## config.mk

```make
export PLATFORM = sky130hd
export DESIGN_NAME = voxel_ray_traversal_3d
export DESIGN_NICKNAME = d
export VERILOG_FILES = /design/src/sv/vrt_pkg.sv /design/src/sv/vrt_div.sv /design/src/sv/voxel_ray_traversal_3d.sv
export SDC_FILE = /design/constraint.sdc
export NUM_CORES = 2
export LEC_CHECK = 0
export ABC_CLOCK_PERIOD_IN_PS = 17600
export BUFFER_PORTS_ARGS = -buffer_cell sky130_fd_sc_hd__clkbuf_2
export CAP_MARGIN = 10
export CORE_UTILIZATION = 45
export CTS_BUF_LIST = sky130_fd_sc_hd__clkbuf_16
export DETAILED_ROUTE_END_ITERATION = 6
export PLACE_DENSITY = 0.73
export RECOVER_POWER = 25
export SETUP_SLACK_MARGIN = 0.02
export SYNTH_ARGS = -nofsm -noshare
export SYNTH_HDL_FRONTEND = slang
export SYNTH_SLANG_ARGS = --single-unit
```

## constraint.sdc

```tcl
create_clock -name clk -period 17.6 [get_ports clk]
set_input_delay 3.52 -clock clk [delete_from_list [all_inputs] [get_ports clk]]
set_output_delay 3.52 -clock clk [all_outputs]
set_load 0.02 [all_outputs]
```

## src/sv/vrt_pkg.sv

```systemverilog
// Shared types and constants for the 3-D voxel ray traversal block.
// No dependencies.
package vrt_pkg;

  localparam int MaxSteps   = 63;
  localparam int StepW      = 6;
  localparam int TFracBits  = 24;
  localparam int TW         = 48;
  localparam int CellW      = 24;
  localparam int CoordW     = 32;
  localparam int SizeW      = 31;
  localparam int MinCell    = 256;
  localparam int DivNW      = 56;
  localparam int DivDW      = 33;
  localparam int DivCntW    = 6;

  localparam logic [1:0] REG_SIZE_X = 2'd0;
  localparam logic [1:0] REG_SIZE_Y = 2'd1;
  localparam logic [1:0] REG_SIZE_Z = 2'd2;

  typedef enum logic [1:0] {
    ST_IDLE,
    ST_DIV_GO,
    ST_DIV_WAIT,
    ST_EMIT
  } state_t;

  typedef enum logic [1:0] {
    OP_CELL0,
    OP_CELL1,
    OP_TNEXT,
    OP_TCELL
  } op_t;

  typedef struct packed {
    logic              start;
    logic [DivNW-1:0]  dividend;
    logic [DivDW-1:0]  divisor;
  } div_req_t;

  typedef struct packed {
    logic              done;
    logic [DivNW-1:0]  quot;
    logic [DivDW-1:0]  rem;
  } div_rsp_t;

endpackage

```

## src/sv/vrt_div.sv

```systemverilog
// Shared restoring divider, one quotient bit per cycle.
// Depends on vrt_pkg.
module vrt_div (
  input  logic              clk,
  input  logic              rst_n,
  input  vrt_pkg::div_req_t req,
  output vrt_pkg::div_rsp_t rsp
);

  logic                         busy_r, busy_nxt;
  logic                         done_r, done_nxt;
  logic [vrt_pkg::DivCntW-1:0]  cnt_r, cnt_nxt;
  logic [vrt_pkg::DivNW-1:0]    q_r, q_nxt;
  logic [vrt_pkg::DivDW-1:0]    rem_r, rem_nxt;
  logic [vrt_pkg::DivDW-1:0]    den_r, den_nxt;
  logic [vrt_pkg::DivDW:0]      trial;
  logic                         fit;

  assign trial = {rem_r, q_r[vrt_pkg::DivNW-1]};
  assign fit   = trial >= {1'b0, den_r};

  always_comb begin
    busy_nxt = busy_r;
    done_nxt = 1'b0;
    cnt_nxt  = cnt_r;
    q_nxt    = q_r;
    rem_nxt  = rem_r;
    den_nxt  = den_r;
    if (req.start) begin
      busy_nxt = 1'b1;
      cnt_nxt  = '0;
      q_nxt    = req.dividend;
      rem_nxt  = '0;
      den_nxt  = req.divisor;
    end else if (busy_r) begin
      q_nxt   = {q_r[vrt_pkg::DivNW-2:0], fit};
      rem_nxt = fit ? vrt_pkg::DivDW'(trial - {1'b0, den_r})
                    : trial[vrt_pkg::DivDW-1:0];
      cnt_nxt = cnt_r + 1'b1;
      if (cnt_r == vrt_pkg::DivCntW'(vrt_pkg::DivNW - 1)) begin
        busy_nxt = 1'b0;
        done_nxt = 1'b1;
      end
    end
  end

  always_ff @(posedge clk) begin
    if (!rst_n) begin
      busy_r <= 1'b0;
      done_r <= 1'b0;
      cnt_r  <= '0;
    end else begin
      busy_r <= busy_nxt;
      done_r <= done_nxt;
      cnt_r  <= cnt_nxt;
    end
    q_r   <= q_nxt;
    rem_r <= rem_nxt;
    den_r <= den_nxt;
  end

  assign rsp.done = done_r;
  assign rsp.quot = q_r;
  assign rsp.rem  = rem_r;

  property p_no_restart;
    @(posedge clk) disable iff (!rst_n) busy_r |-> !req.start;
  endproperty
  a_no_restart: assert property (p_no_restart) else $error("divider restarted while busy");

  property p_done_idle;
    @(posedge clk) disable iff (!rst_n) done_r |-> !busy_r;
  endproperty
  a_done_idle: assert property (p_done_idle) else $error("divider done while busy");

  property p_done_after_busy;
    @(posedge clk) disable iff (!rst_n) done_r |-> $past(busy_r);
  endproperty
  a_done_after_busy: assert property (p_done_after_busy) else $error("done without run");

endmodule

```

## src/sv/voxel_ray_traversal_3d.sv

```systemverilog
// Top level of the 3-D voxel ray traversal block: setup sequencer and cell stepper.
// Depends on vrt_pkg and vrt_div.
//
//  channel | ports                            | direction
//  in      | in_valid, in_stall, in_start_*, in_end_*  | ray in
//  out     | out_valid, out_stall, out_cell_*, out_last, out_truncated | cells out
//  cfg     | cfg_we, cfg_index, cfg_wdata     | cell sizes in
//
// Setup runs twelve divisions on the shared divider, one after another.
// Then one cell per cycle, up to 64 cells, when the output is not stalled.
// in_stall is high from acceptance until the last cell is loaded into the output register.
// Reset is synchronous; it restores cell sizes to 1.0 and empties the output.
module voxel_ray_traversal_3d (
  input  logic        clk,
  input  logic        rst_n,
  input  logic        in_valid,
  output logic        in_stall,
  input  logic [31:0] in_start_x,
  input  logic [31:0] in_start_y,
  input  logic [31:0] in_start_z,
  input  logic [31:0] in_end_x,
  input  logic [31:0] in_end_y,
  input  logic [31:0] in_end_z,
  output logic        out_valid,
  input  logic        out_stall,
  output logic [23:0] out_cell_x,
  output logic [23:0] out_cell_y,
  output logic [23:0] out_cell_z,
  output logic        out_last,
  output logic        out_truncated,
  input  logic        cfg_we,
  input  logic [1:0]  cfg_index,
  input  logic [30:0] cfg_wdata
);

  localparam int CW = vrt_pkg::CellW;
  localparam int TW = vrt_pkg::TW;

  vrt_pkg::state_t state_r, state_nxt;
  vrt_pkg::op_t    op_r;
  logic [1:0]      axis_r;

  logic [vrt_pkg::SizeW-1:0]  size_r [3];
  logic [vrt_pkg::CoordW-1:0] p0_r [3];
  logic [vrt_pkg::CoordW-1:0] p1_r [3];
  logic [CW-1:0]              cell_r [3];
  logic [1:0]                 sgn_r [3];
  logic [TW-1:0]              tnb_r [3];
  logic [TW-1:0]              tpc_r [3];
  logic signed [25:0]         c0_r;
  logic [vrt_pkg::SizeW-1:0]  rem0_r;
  logic [26:0]                total_r;
  logic [vrt_pkg::StepW-1:0]  steps_r;
  logic                       cut_r;

  logic        out_valid_r;
  logic [CW-1:0] ocx_r, ocy_r, ocz_r;
  logic        olast_r, otrunc_r;

  vrt_pkg::div_req_t dreq;
  vrt_pkg::div_rsp_t drsp;

  vrt_div u_div (.clk(clk), .rst_n(rst_n), .req(dreq), .rsp(drsp));

  logic [vrt_pkg::SizeW-1:0]  s_ax;
  logic [vrt_pkg::CoordW-1:0] p0, p1, pabs;
  logic signed [32:0]         d;
  logic [32:0]                dabs;
  logic                       dpos, dzero, pneg, rnz;
  logic [vrt_pkg::SizeW-1:0]  num, rem_adj;
  logic signed [25:0]         qs, cval, cdiff;
  logic [25:0]                cdabs;
  logic [TW-1:0]              tsat;
  logic                       accept_in, emit;
  logic [1:0]                 best;
  logic                       have_best;
  logic [TW:0]                tsum;

  assign s_ax  = (size_r[axis_r] < vrt_pkg::SizeW'(vrt_pkg::MinCell))
                 ? vrt_pkg::SizeW'(vrt_pkg::MinCell) : size_r[axis_r];
  assign p0    = p0_r[axis_r];
  assign p1    = p1_r[axis_r];
  assign d     = $signed({p1[31], p1}) - $signed({p0[31], p0});
  assign dzero = (d == '0);
  assign dpos  = !d[32] && !dzero;
  assign dabs  = d[32] ? 33'(-d) : 33'(d);
  assign pneg  = (op_r == vrt_pkg::OP_CELL0) ? p0[31] : p1[31];
  assign pabs  = (op_r == vrt_pkg::OP_CELL0) ? (p0[31] ? 32'(-p0) : p0)
                                              : (p1[31] ? 32'(-p1) : p1);
  assign num   = dpos ? vrt_pkg::SizeW'(s_ax - rem0_r) : rem0_r;

  always_comb begin
    dreq.start = (state_r == vrt_pkg::ST_DIV_GO);
    unique case (op_r)
      vrt_pkg::OP_CELL0, vrt_pkg::OP_CELL1: begin
        dreq.dividend = {24'd0, pabs};
        dreq.divisor  = {2'd0, s_ax};
      end
      vrt_pkg::OP_TNEXT: begin
        dreq.dividend = {1'b0, num, 24'd0};
        dreq.divisor  = dabs;
      end
      default: begin
        dreq.dividend = {1'b0, s_ax, 24'd0};
        dreq.divisor  = dabs;
      end
    endcase
  end

  assign rnz     = (drsp.rem != '0);
  assign qs      = $signed({1'b0, drsp.quot[24:0]});
  assign cval    = pneg ? (rnz ? -qs - 26'sd1 : -qs) : qs;
  assign rem_adj = (pneg && rnz) ? vrt_pkg::SizeW'(s_ax - drsp.rem[30:0]) : drsp.rem[30:0];
  assign cdiff   = cval - c0_r;
  assign cdabs   = cdiff[25] ? 26'(-cdiff) : 26'(cdiff);
  assign tsat    = (drsp.quot[vrt_pkg::DivNW-1:TW] != '0) ? '1 : drsp.quot[TW-1:0];

  always_comb begin
    best      = 2'd0;
    have_best = 1'b0;
    for (int a = 0; a < 3; a++) begin
      if (sgn_r[a] != 2'd0 && (!have_best || tnb_r[a] < tnb_r[best])) begin
        best      = 2'(a);
        have_best = 1'b1;
      end
    end
  end
  assign tsum = {1'b0, tnb_r[best]} + {1'b0, tpc_r[best]};

  assign accept_in = in_valid && !in_stall;
  assign emit      = (state_r == vrt_pkg::ST_EMIT) && (!out_valid_r || !out_stall);

  always_comb begin
    state_nxt = state_r;
    unique case (state_r)
      vrt_pkg::ST_IDLE:     if (accept_in) state_nxt = vrt_pkg::ST_DIV_GO;
      vrt_pkg::ST_DIV_GO:   state_nxt = vrt_pkg::ST_DIV_WAIT;
      vrt_pkg::ST_DIV_WAIT: begin
        if (drsp.done) begin
          state_nxt = (op_r == vrt_pkg::OP_TCELL && axis_r == 2'd2)
                      ? vrt_pkg::ST_EMIT : vrt_pkg::ST_DIV_GO;
        end
      end
      default:              if (emit && steps_r == '0) state_nxt = vrt_pkg::ST_IDLE;
    endcase
  end

  assign in_stall = (state_r != vrt_pkg::ST_IDLE);

  always_ff @(posedge clk) begin
    if (!rst_n) begin
      state_r     <= vrt_pkg::ST_IDLE;
      out_valid_r <= 1'b0;
      op_r        <= vrt_pkg::OP_CELL0;
      axis_r      <= 2'd0;
      for (int a = 0; a < 3; a++) size_r[a] <= vrt_pkg::SizeW'(65536);
    end else begin
      state_r <= state_nxt;
      if (cfg_we && cfg_index <= vrt_pkg::REG_SIZE_Z) size_r[cfg_index] <= cfg_wdata;
      if (emit) out_valid_r <= 1'b1;
      else if (!out_stall) out_valid_r <= 1'b0;
      if (accept_in) begin
        op_r   <= vrt_pkg::OP_CELL0;
        axis_r <= 2'd0;
      end else if (state_r == vrt_pkg::ST_DIV_WAIT && drsp.done) begin
        op_r <= vrt_pkg::op_t'(op_r + 2'd1);
        if (op_r == vrt_pkg::OP_TCELL && axis_r != 2'd2) axis_r <= axis_r + 2'd1;
      end
    end

    if (accept_in) begin
      p0_r[0] <= in_start_x; p0_r[1] <= in_start_y; p0_r[2] <= in_start_z;
      p1_r[0] <= in_end_x;   p1_r[1] <= in_end_y;   p1_r[2] <= in_end_z;
      total_r <= '0;
    end

    if (state_r == vrt_pkg::ST_DIV_WAIT && drsp.done) begin
      unique case (op_r)
        vrt_pkg::OP_CELL0: begin
          c0_r           <= cval;
          rem0_r         <= rem_adj;
          cell_r[axis_r] <= cval[CW-1:0];
          sgn_r[axis_r]  <= dzero ? 2'd0 : (dpos ? 2'd1 : 2'd3);
        end
        vrt_pkg::OP_CELL1: total_r <= total_r + {1'b0, cdabs};
        vrt_pkg::OP_TNEXT: tnb_r[axis_r] <= dzero ? '0 : tsat;
        default: begin
          tpc_r[axis_r] <= dzero ? '0 : tsat;
          if (axis_r == 2'd2) begin
            cut_r   <= total_r > 27'(vrt_pkg::MaxSteps);
            steps_r <= (total_r > 27'(vrt_pkg::MaxSteps))
                       ? vrt_pkg::StepW'(vrt_pkg::MaxSteps) : total_r[vrt_pkg::StepW-1:0];
          end
        end
      endcase
    end

    if (emit) begin
      ocx_r    <= cell_r[0];
      ocy_r    <= cell_r[1];
      ocz_r    <= cell_r[2];
      olast_r  <= (steps_r == '0);
      otrunc_r <= cut_r;
      if (steps_r != '0) begin
        steps_r <= steps_r - 1'b1;
        if (have_best) begin
          cell_r[best] <= (sgn_r[best] == 2'd1) ? cell_r[best] + 1'b1 : cell_r[best] - 1'b1;
          tnb_r[best]  <= tsum[TW] ? '1 : tsum[TW-1:0];
        end
      end
    end
  end

  assign out_valid     = out_valid_r;
  assign out_cell_x    = ocx_r;
  assign out_cell_y    = ocy_r;
  assign out_cell_z    = ocz_r;
  assign out_last      = olast_r;
  assign out_truncated = otrunc_r;

  property p_start_in_go;
    @(posedge clk) disable iff (!rst_n) dreq.start |=> state_r == vrt_pkg::ST_DIV_WAIT;
  endproperty
  a_start_in_go: assert property (p_start_in_go) else $error("divider start out of sequence");

  property p_last_to_idle;
    @(posedge clk) disable iff (!rst_n)
      (emit && steps_r == '0) |=> state_r == vrt_pkg::ST_IDLE;
  endproperty
  a_last_to_idle: assert property (p_last_to_idle) else $error("no return to idle");

  property p_steps_bound;
    @(posedge clk) disable iff (!rst_n)
      state_r == vrt_pkg::ST_EMIT |-> steps_r <= vrt_pkg::StepW'(vrt_pkg::MaxSteps);
  endproperty
  a_steps_bound: assert property (p_steps_bound) else $error("step count out of range");

endmodule

```

; ---- Word-level counts from Yosys, hierarchy flattened
; Memory sizes are Yosys's and may differ from the RTL's. A register that Yosys moved wholly into a read port is not among the register bits.
; Cells that the tools add are included.
[word_totals]
register_bits = 230
mem_bits_rw = 651
in_bits = 230
elab_cells = 191
mem_count = 7
[op_classes]
n_addsub = 19
magnitude_cmp = 6
eq_ne = 13
mux = 80
n_bitwise = 3
reduce_logical = 46
[memory_table]
columns = memory, words, width, read_ports, rd_clocked_by_memory_dff, wr, line_no
row1 = tnb_r, 3, 48, 5, 0, 1, voxel_ray_traversal_3d.sv:48  ; logic [TW-1:0] tnb_r [3];
row2 = tpc_r, 3, 48, 1, 0, 1, voxel_ray_traversal_3d.sv:49  ; logic [TW-1:0] tpc_r [3];
row3 = p0_r, 3, 32, 1, 1, 3, voxel_ray_traversal_3d.sv:44  ; logic [vrt_pkg::CoordW-1:0] p0_r [3];
row4 = p1_r, 3, 32, 1, 1, 3, voxel_ray_traversal_3d.sv:45  ; logic [vrt_pkg::CoordW-1:0] p1_r [3];
row5 = size_r, 3, 31, 1, 1, 3, voxel_ray_traversal_3d.sv:43  ; logic [vrt_pkg::SizeW-1:0] size_r [3];
row6 = cell_r, 3, 24, 4, 3, 1, voxel_ray_traversal_3d.sv:46  ; logic [CW-1:0] cell_r [3];
row7 = 1 more memories, -, -, -, -, -, -
[op_table]
columns = cell, n
row1 = 48-bit two-way mux, 4
row2 = 88-bit case mux with 2 select lines, 1
row3 = 31-bit two-way mux, 4
row4 = 56-bit two-way mux, 2
row5 = 48-bit less-than comparator, 2
row6 = 32-bit two-way mux, 3
row7 = 27-bit two-way mux, 3
row8 = 26-bit two-way mux, 3
row9 = 33-bit two-way mux, 2
row10 = 32-bit negation, 2
row11 = 31-bit subtractor, 2
row12 = 48-bit by 48-bit adder with 49-bit output, 1
row13 = 24-bit two-way mux, 2
row14 = 48-bit OR reduction, 1
row15 = 6-bit two-way mux, 6
row16 = 34-bit by 33-bit >= comparator with 1-bit output, 1
row17 = 33-bit zero test, 1
row18 = 1-bit two-way mux, 33
row19 = 33-bit negation, 1
row20 = 33-bit nonzero test, 1
row21 = 32-bit by 32-bit subtractor with 33-bit output, 1
row22 = 33-bit subtractor, 1
row23 = 2-bit two-way mux, 16
row24 = 31-bit by 9-bit less-than comparator with 1-bit output (second input constant), 1
row25 = other kinds (34), 73

; ---- Depth between registers and ports, before layout
; An unclocked memory read counts as a cell.
[logic_depth]
depth_word = 18
mapped_depth = 43
ltp_nobuf = 42

; ---- By module
; Synthesis repeated with hierarchy kept, for this count alone.
[unflattened]
cells_unflattened = 5469
area_unflattened_um2 = 57585.2
[modules_own_cells]
columns = mod, instances, cells_each, area_per_inst_um2
row1 = voxel_ray_traversal_3d, 1, 4775, 50332.0
row2 = vrt_div, 1, 694, 7253.2

; ---- Least setup slack after synthesis
; No wires, ideal clock.
[synth_path]
path_type = input to register
from = input out_stall
to = memory tnb_r[0][0] (enable)
setup_ns = 0.470
arrival_ns = 8.997
t_required_ns = 17.130
path_slack_ns = 8.133
cell_stages = 7
path_cell_list = nand2_1 and3_1 nand2b_1 a21oi_1 clkbuf_1 nand3_1 a21oi_1
[synth_via]
elab_chain_len = 7
elab_cells_between_ends = 8
cone_classes = 4 x mux / 4 x reduce/logical
[synth_lines]
columns = item, line_no
row1 = "start, declared", voxel_ray_traversal_3d.sv:25  ; input logic out_stall,
row2 = 1-bit zero test *, -
row3 = 1-bit logical OR *, voxel_ray_traversal_3d.sv:131  ; assign emit = (state_r == vrt_pkg::ST_EMIT) && (!out_valid_r || !out_stall);
row4 = 1-bit logical AND *, voxel_ray_traversal_3d.sv:131
row5 = net emit, voxel_ray_traversal_3d.sv:74  ; logic accept_in, emit;
row6 = 1-bit two-way mux *, voxel_ray_traversal_3d.sv:198  ; if (emit) begin
row7 = 1-bit two-way mux *, voxel_ray_traversal_3d.sv:208  ; tnb_r[best] <= tsum[TW] ? '1 : tsum[TW-1:0];
row8 = 48-bit OR reduction (no source line), -
row9 = 2-bit two-way mux (no source line) / 1-bit two-way mux (equally long branches), -
row10 = "end, declared", voxel_ray_traversal_3d.sv:48
; The timed path passes the listed nets; every way through them passes the cells marked *.

==> results.txt <==
register area: 0.0288 mm^2
highest achievable clock rate: 75.8 MHz
CP Class: reg -> reg
Worst-path clk slew: 60 ps
global-route wire length before repair: 226000 um
Hold Crit Class: reg -> reg
Avg WL per Cell: 19.9 um
drc violations: 0
failing checks: max-capacitance violations, max-slew violations
final setup fails: 0
cts bufs inserted: 99
NetSw: 1960 uW
Max Slew Vio Count: 485
Initial Utilization: 45.5%
Req. time, crit path: 18180 ps
Finished Cell Area: 0.0640 mm^2
RSZ-0062 raised after global routing: false
Tmin final: 13200 ps
Mapped Area: 0.0573 mm^2
total of max-cap violations: 9
global route overflow: 0
Hold Fails Final Rpt: 0
YS warnings: 0
Sw Share: 30.2%
fraction of registers with async set/reset: 0%
pin count of the biggest net entering global routing: 132
slowest cell on the critical path: clkbuf_1
drt pass-1 iters: 7
Cells after Synth: 5390
sequential area share after synthesis: 50.2%
Post-CTS Setup Bufs: 0
placed cell area: 0.0608 mm^2
CTS tree: done
Area Growth Syn to Fin: 11.7%
most frequent cells in the layout: edfxtp_1, nor2_1, a21oi_1, ha_1, nand2_1
cts repair resizes: 0
P_int: 4530 uW
gpl congestion: 0.960
Ports: 306
Flop pwr share: 43.4%
width of the die: 359 um
Vias/cell: 5.71
DPL Wire Length: 109000 um
Root Buffer: clkbuf_16
Power, Total: 6490 uW
routed vias: 42300
Hold Buf Count CTS: 0
CP startpoint kind: flip-flop
Netlist cell types: 102
Fin Clk Skew: 75.7 ps
CP max stage delay: 1900 ps
leakage: 0.0252 uW
number of global-route vias before repair: 40100
port bufs: 305
Peak VDD IR: 106 uV
final setup TNS: 0 ps
H-Tree Depth: 3
Tcrit/Tclk final: 75.0%
CP endpoint kind: flip-flop
Slew @ Worst Pin: 3570 ps
CP max FO: 60
Clk network pwr share: 33.1%
Worst Path Arrival: 13780 ps
multi-input logic area: 0.0268 mm^2
FP Rows: 130
Die Y: 359 um
Detailed Route Iter0 Violations: 3699
ys flop type: edfxtp_1
pwr dens: 101 mW/mm^2
final net count: 6274
Gate power share: 23.5%
Slew headroom: -138%
Final ANT Viol Nets: 0
share of cells above drive strength 1: 10.8%
flops & latches, synth: 986
Clock Sinks: 986
clk buf depth: 3
number of synthesized flops with an enable pin: 903
most common cell after layout, fill and taps aside: edfxtp_1
syn avg cell area: 10.6 um^2
Die ar.: 0.129 mm^2
final WL: 148000 um
total track usage: 22.4%
Core Box Area: 0.126 mm^2
clk_lat worst skew: 720 ps
Fillers: 11100
initial antenna violation count: 1
status: finished, violations left
==> layout make-up <==
cell class / instances / share of cell area [%]
sequential: 986 / 45.0
multi-input combinational: 3935 / 41.9
clock buffer: 99 / 3.87
tap: 1650 / 3.23
timing repair buffer: 365 / 3.01
inverter: 293 / 1.73
clock inverter: 82 / 1.31
antenna: 1 / 0.00391
==> stage by stage <==
stage | std cells | setup WS, ps | util, % | hold slack (ps)
floorplan | 5420 | 8130 | - | 400
global placement | 7229 | 5960 | 48.3 | 430
detailed placement | 7229 | 5810 | 48.3 | 434
CTS | 7410 | 5770 | 50.9 | 444
global route | 7410 | 3350 | 50.8 | 449
finish | 7411 | 4400 | 50.8 | 445
==> cells in the mapped netlist, types with 39 or more instances <==
| cell type | count | share of area (%) |
|---|---|---|
| edfxtp_1 | 903 | 47 |
| nor2_1 | 582 | 3.8 |
| a21oi_1 | 505 | 4.4 |
| ha_1 | 356 | 7.8 |
| nand2_1 | 343 | 2.2 |
| o21ai_0 | 325 | 2.8 |
| inv_1 | 293 | 1.9 |
| mux2i_1 | 211 | 3.7 |
| xnor2_1 | 204 | 3.1 |
| xor2_1 | 154 | 2.4 |
| clkbuf_1 | 142 | 0.93 |
| and2_1 | 116 | 1.3 |
| a21o_1 | 108 | 1.4 |
| nand3_1 | 90 | 0.79 |
| dfxtp_1 | 83 | 2.9 |
| nor3_1 | 70 | 0.61 |
| nand2b_1 | 58 | 0.63 |
| nor2b_1 | 52 | 0.57 |
| nand4_1 | 48 | 0.52 |
| a2bb2oi_1 | 46 | 0.70 |
| a211oi_1 | 43 | 0.56 |
| a31oi_1 | 42 | 0.46 |
| o21a_1 | 39 | 0.51 |
==> layer usage <==
metal	GRT usage [%]	vias up	share of wire (%)
met5	0	-	0.0088
met4	8.21	2	3.2
met3	2.96	229	6.1
met2	36.5	1477	47
met1	30.6	20300	44
li1	-	20300	-
==> worst paths after layout <==
kind | cells past startpoint | startpoint | slack (ps) | to
worst max-delay path | 39 | flip-flop | 4400 | total_r[25]
worst min-delay path | 0 | cell_r[1][19] | 450 | out_cell_y[19]
worst max register to register | 39 | flip-flop | 4400 | total_r[25]
worst min register to register | 0 | cell_r[1][19] | 450 | out_cell_y[19]
==> registers in the layout (all words and copies together) (netlist names), 24 cells and up, named ones only <==
signal,count
tnb_r,144
tpc_r,144
size_r,124
p0_r,96
p1_r,96
cell_r,72
u_div.q_r,56
u_div.den_r,33
u_div.rem_r,33
rem0_r,31
total_r,27
c0_r,26
out_cell_x,24
out_cell_y,24
out_cell_z,24
==> logic make-up after synthesis <==
kind of cell	after synthesis	share of synthesized area, %
AOI/OAI and AO/OA	1390	14.9
DFF	986	50.2
adders and majority gates	364	8.06
buffers and inverters	499	3.42
xor gates and xnor gates	361	5.56
other	1	0.00655
muxes	247	4.98
and+or+nand+nor	1542	12.8
==> worst max-delay path, delay by kind of cell, from the launching register on <==
kind                     cells  cell delay [ps]
AO/OA/AOI/OAI               23             5460
buffers and inverters        3             3050
XOR/XNOR                     3             1620
AND/OR/NAND/NOR              8             1570
flip-flops                   1              730
adder cells (fa/ha/maj)      2              580
==> power by group through the flow <==
stage          clock network [uW]  registers, uW  logic [uW]
6_report                     2150           2820        1530
5_1_grt                      2260           2830        1680
4_1_cts                      2180           2810        1510
3_5_place_dp                    0           2860        1500
3_3_place_gp                    0           2860        1460
2_1_floorplan                   0           2820        1150
Note: power is estimated with default switching activity, not from simulation.
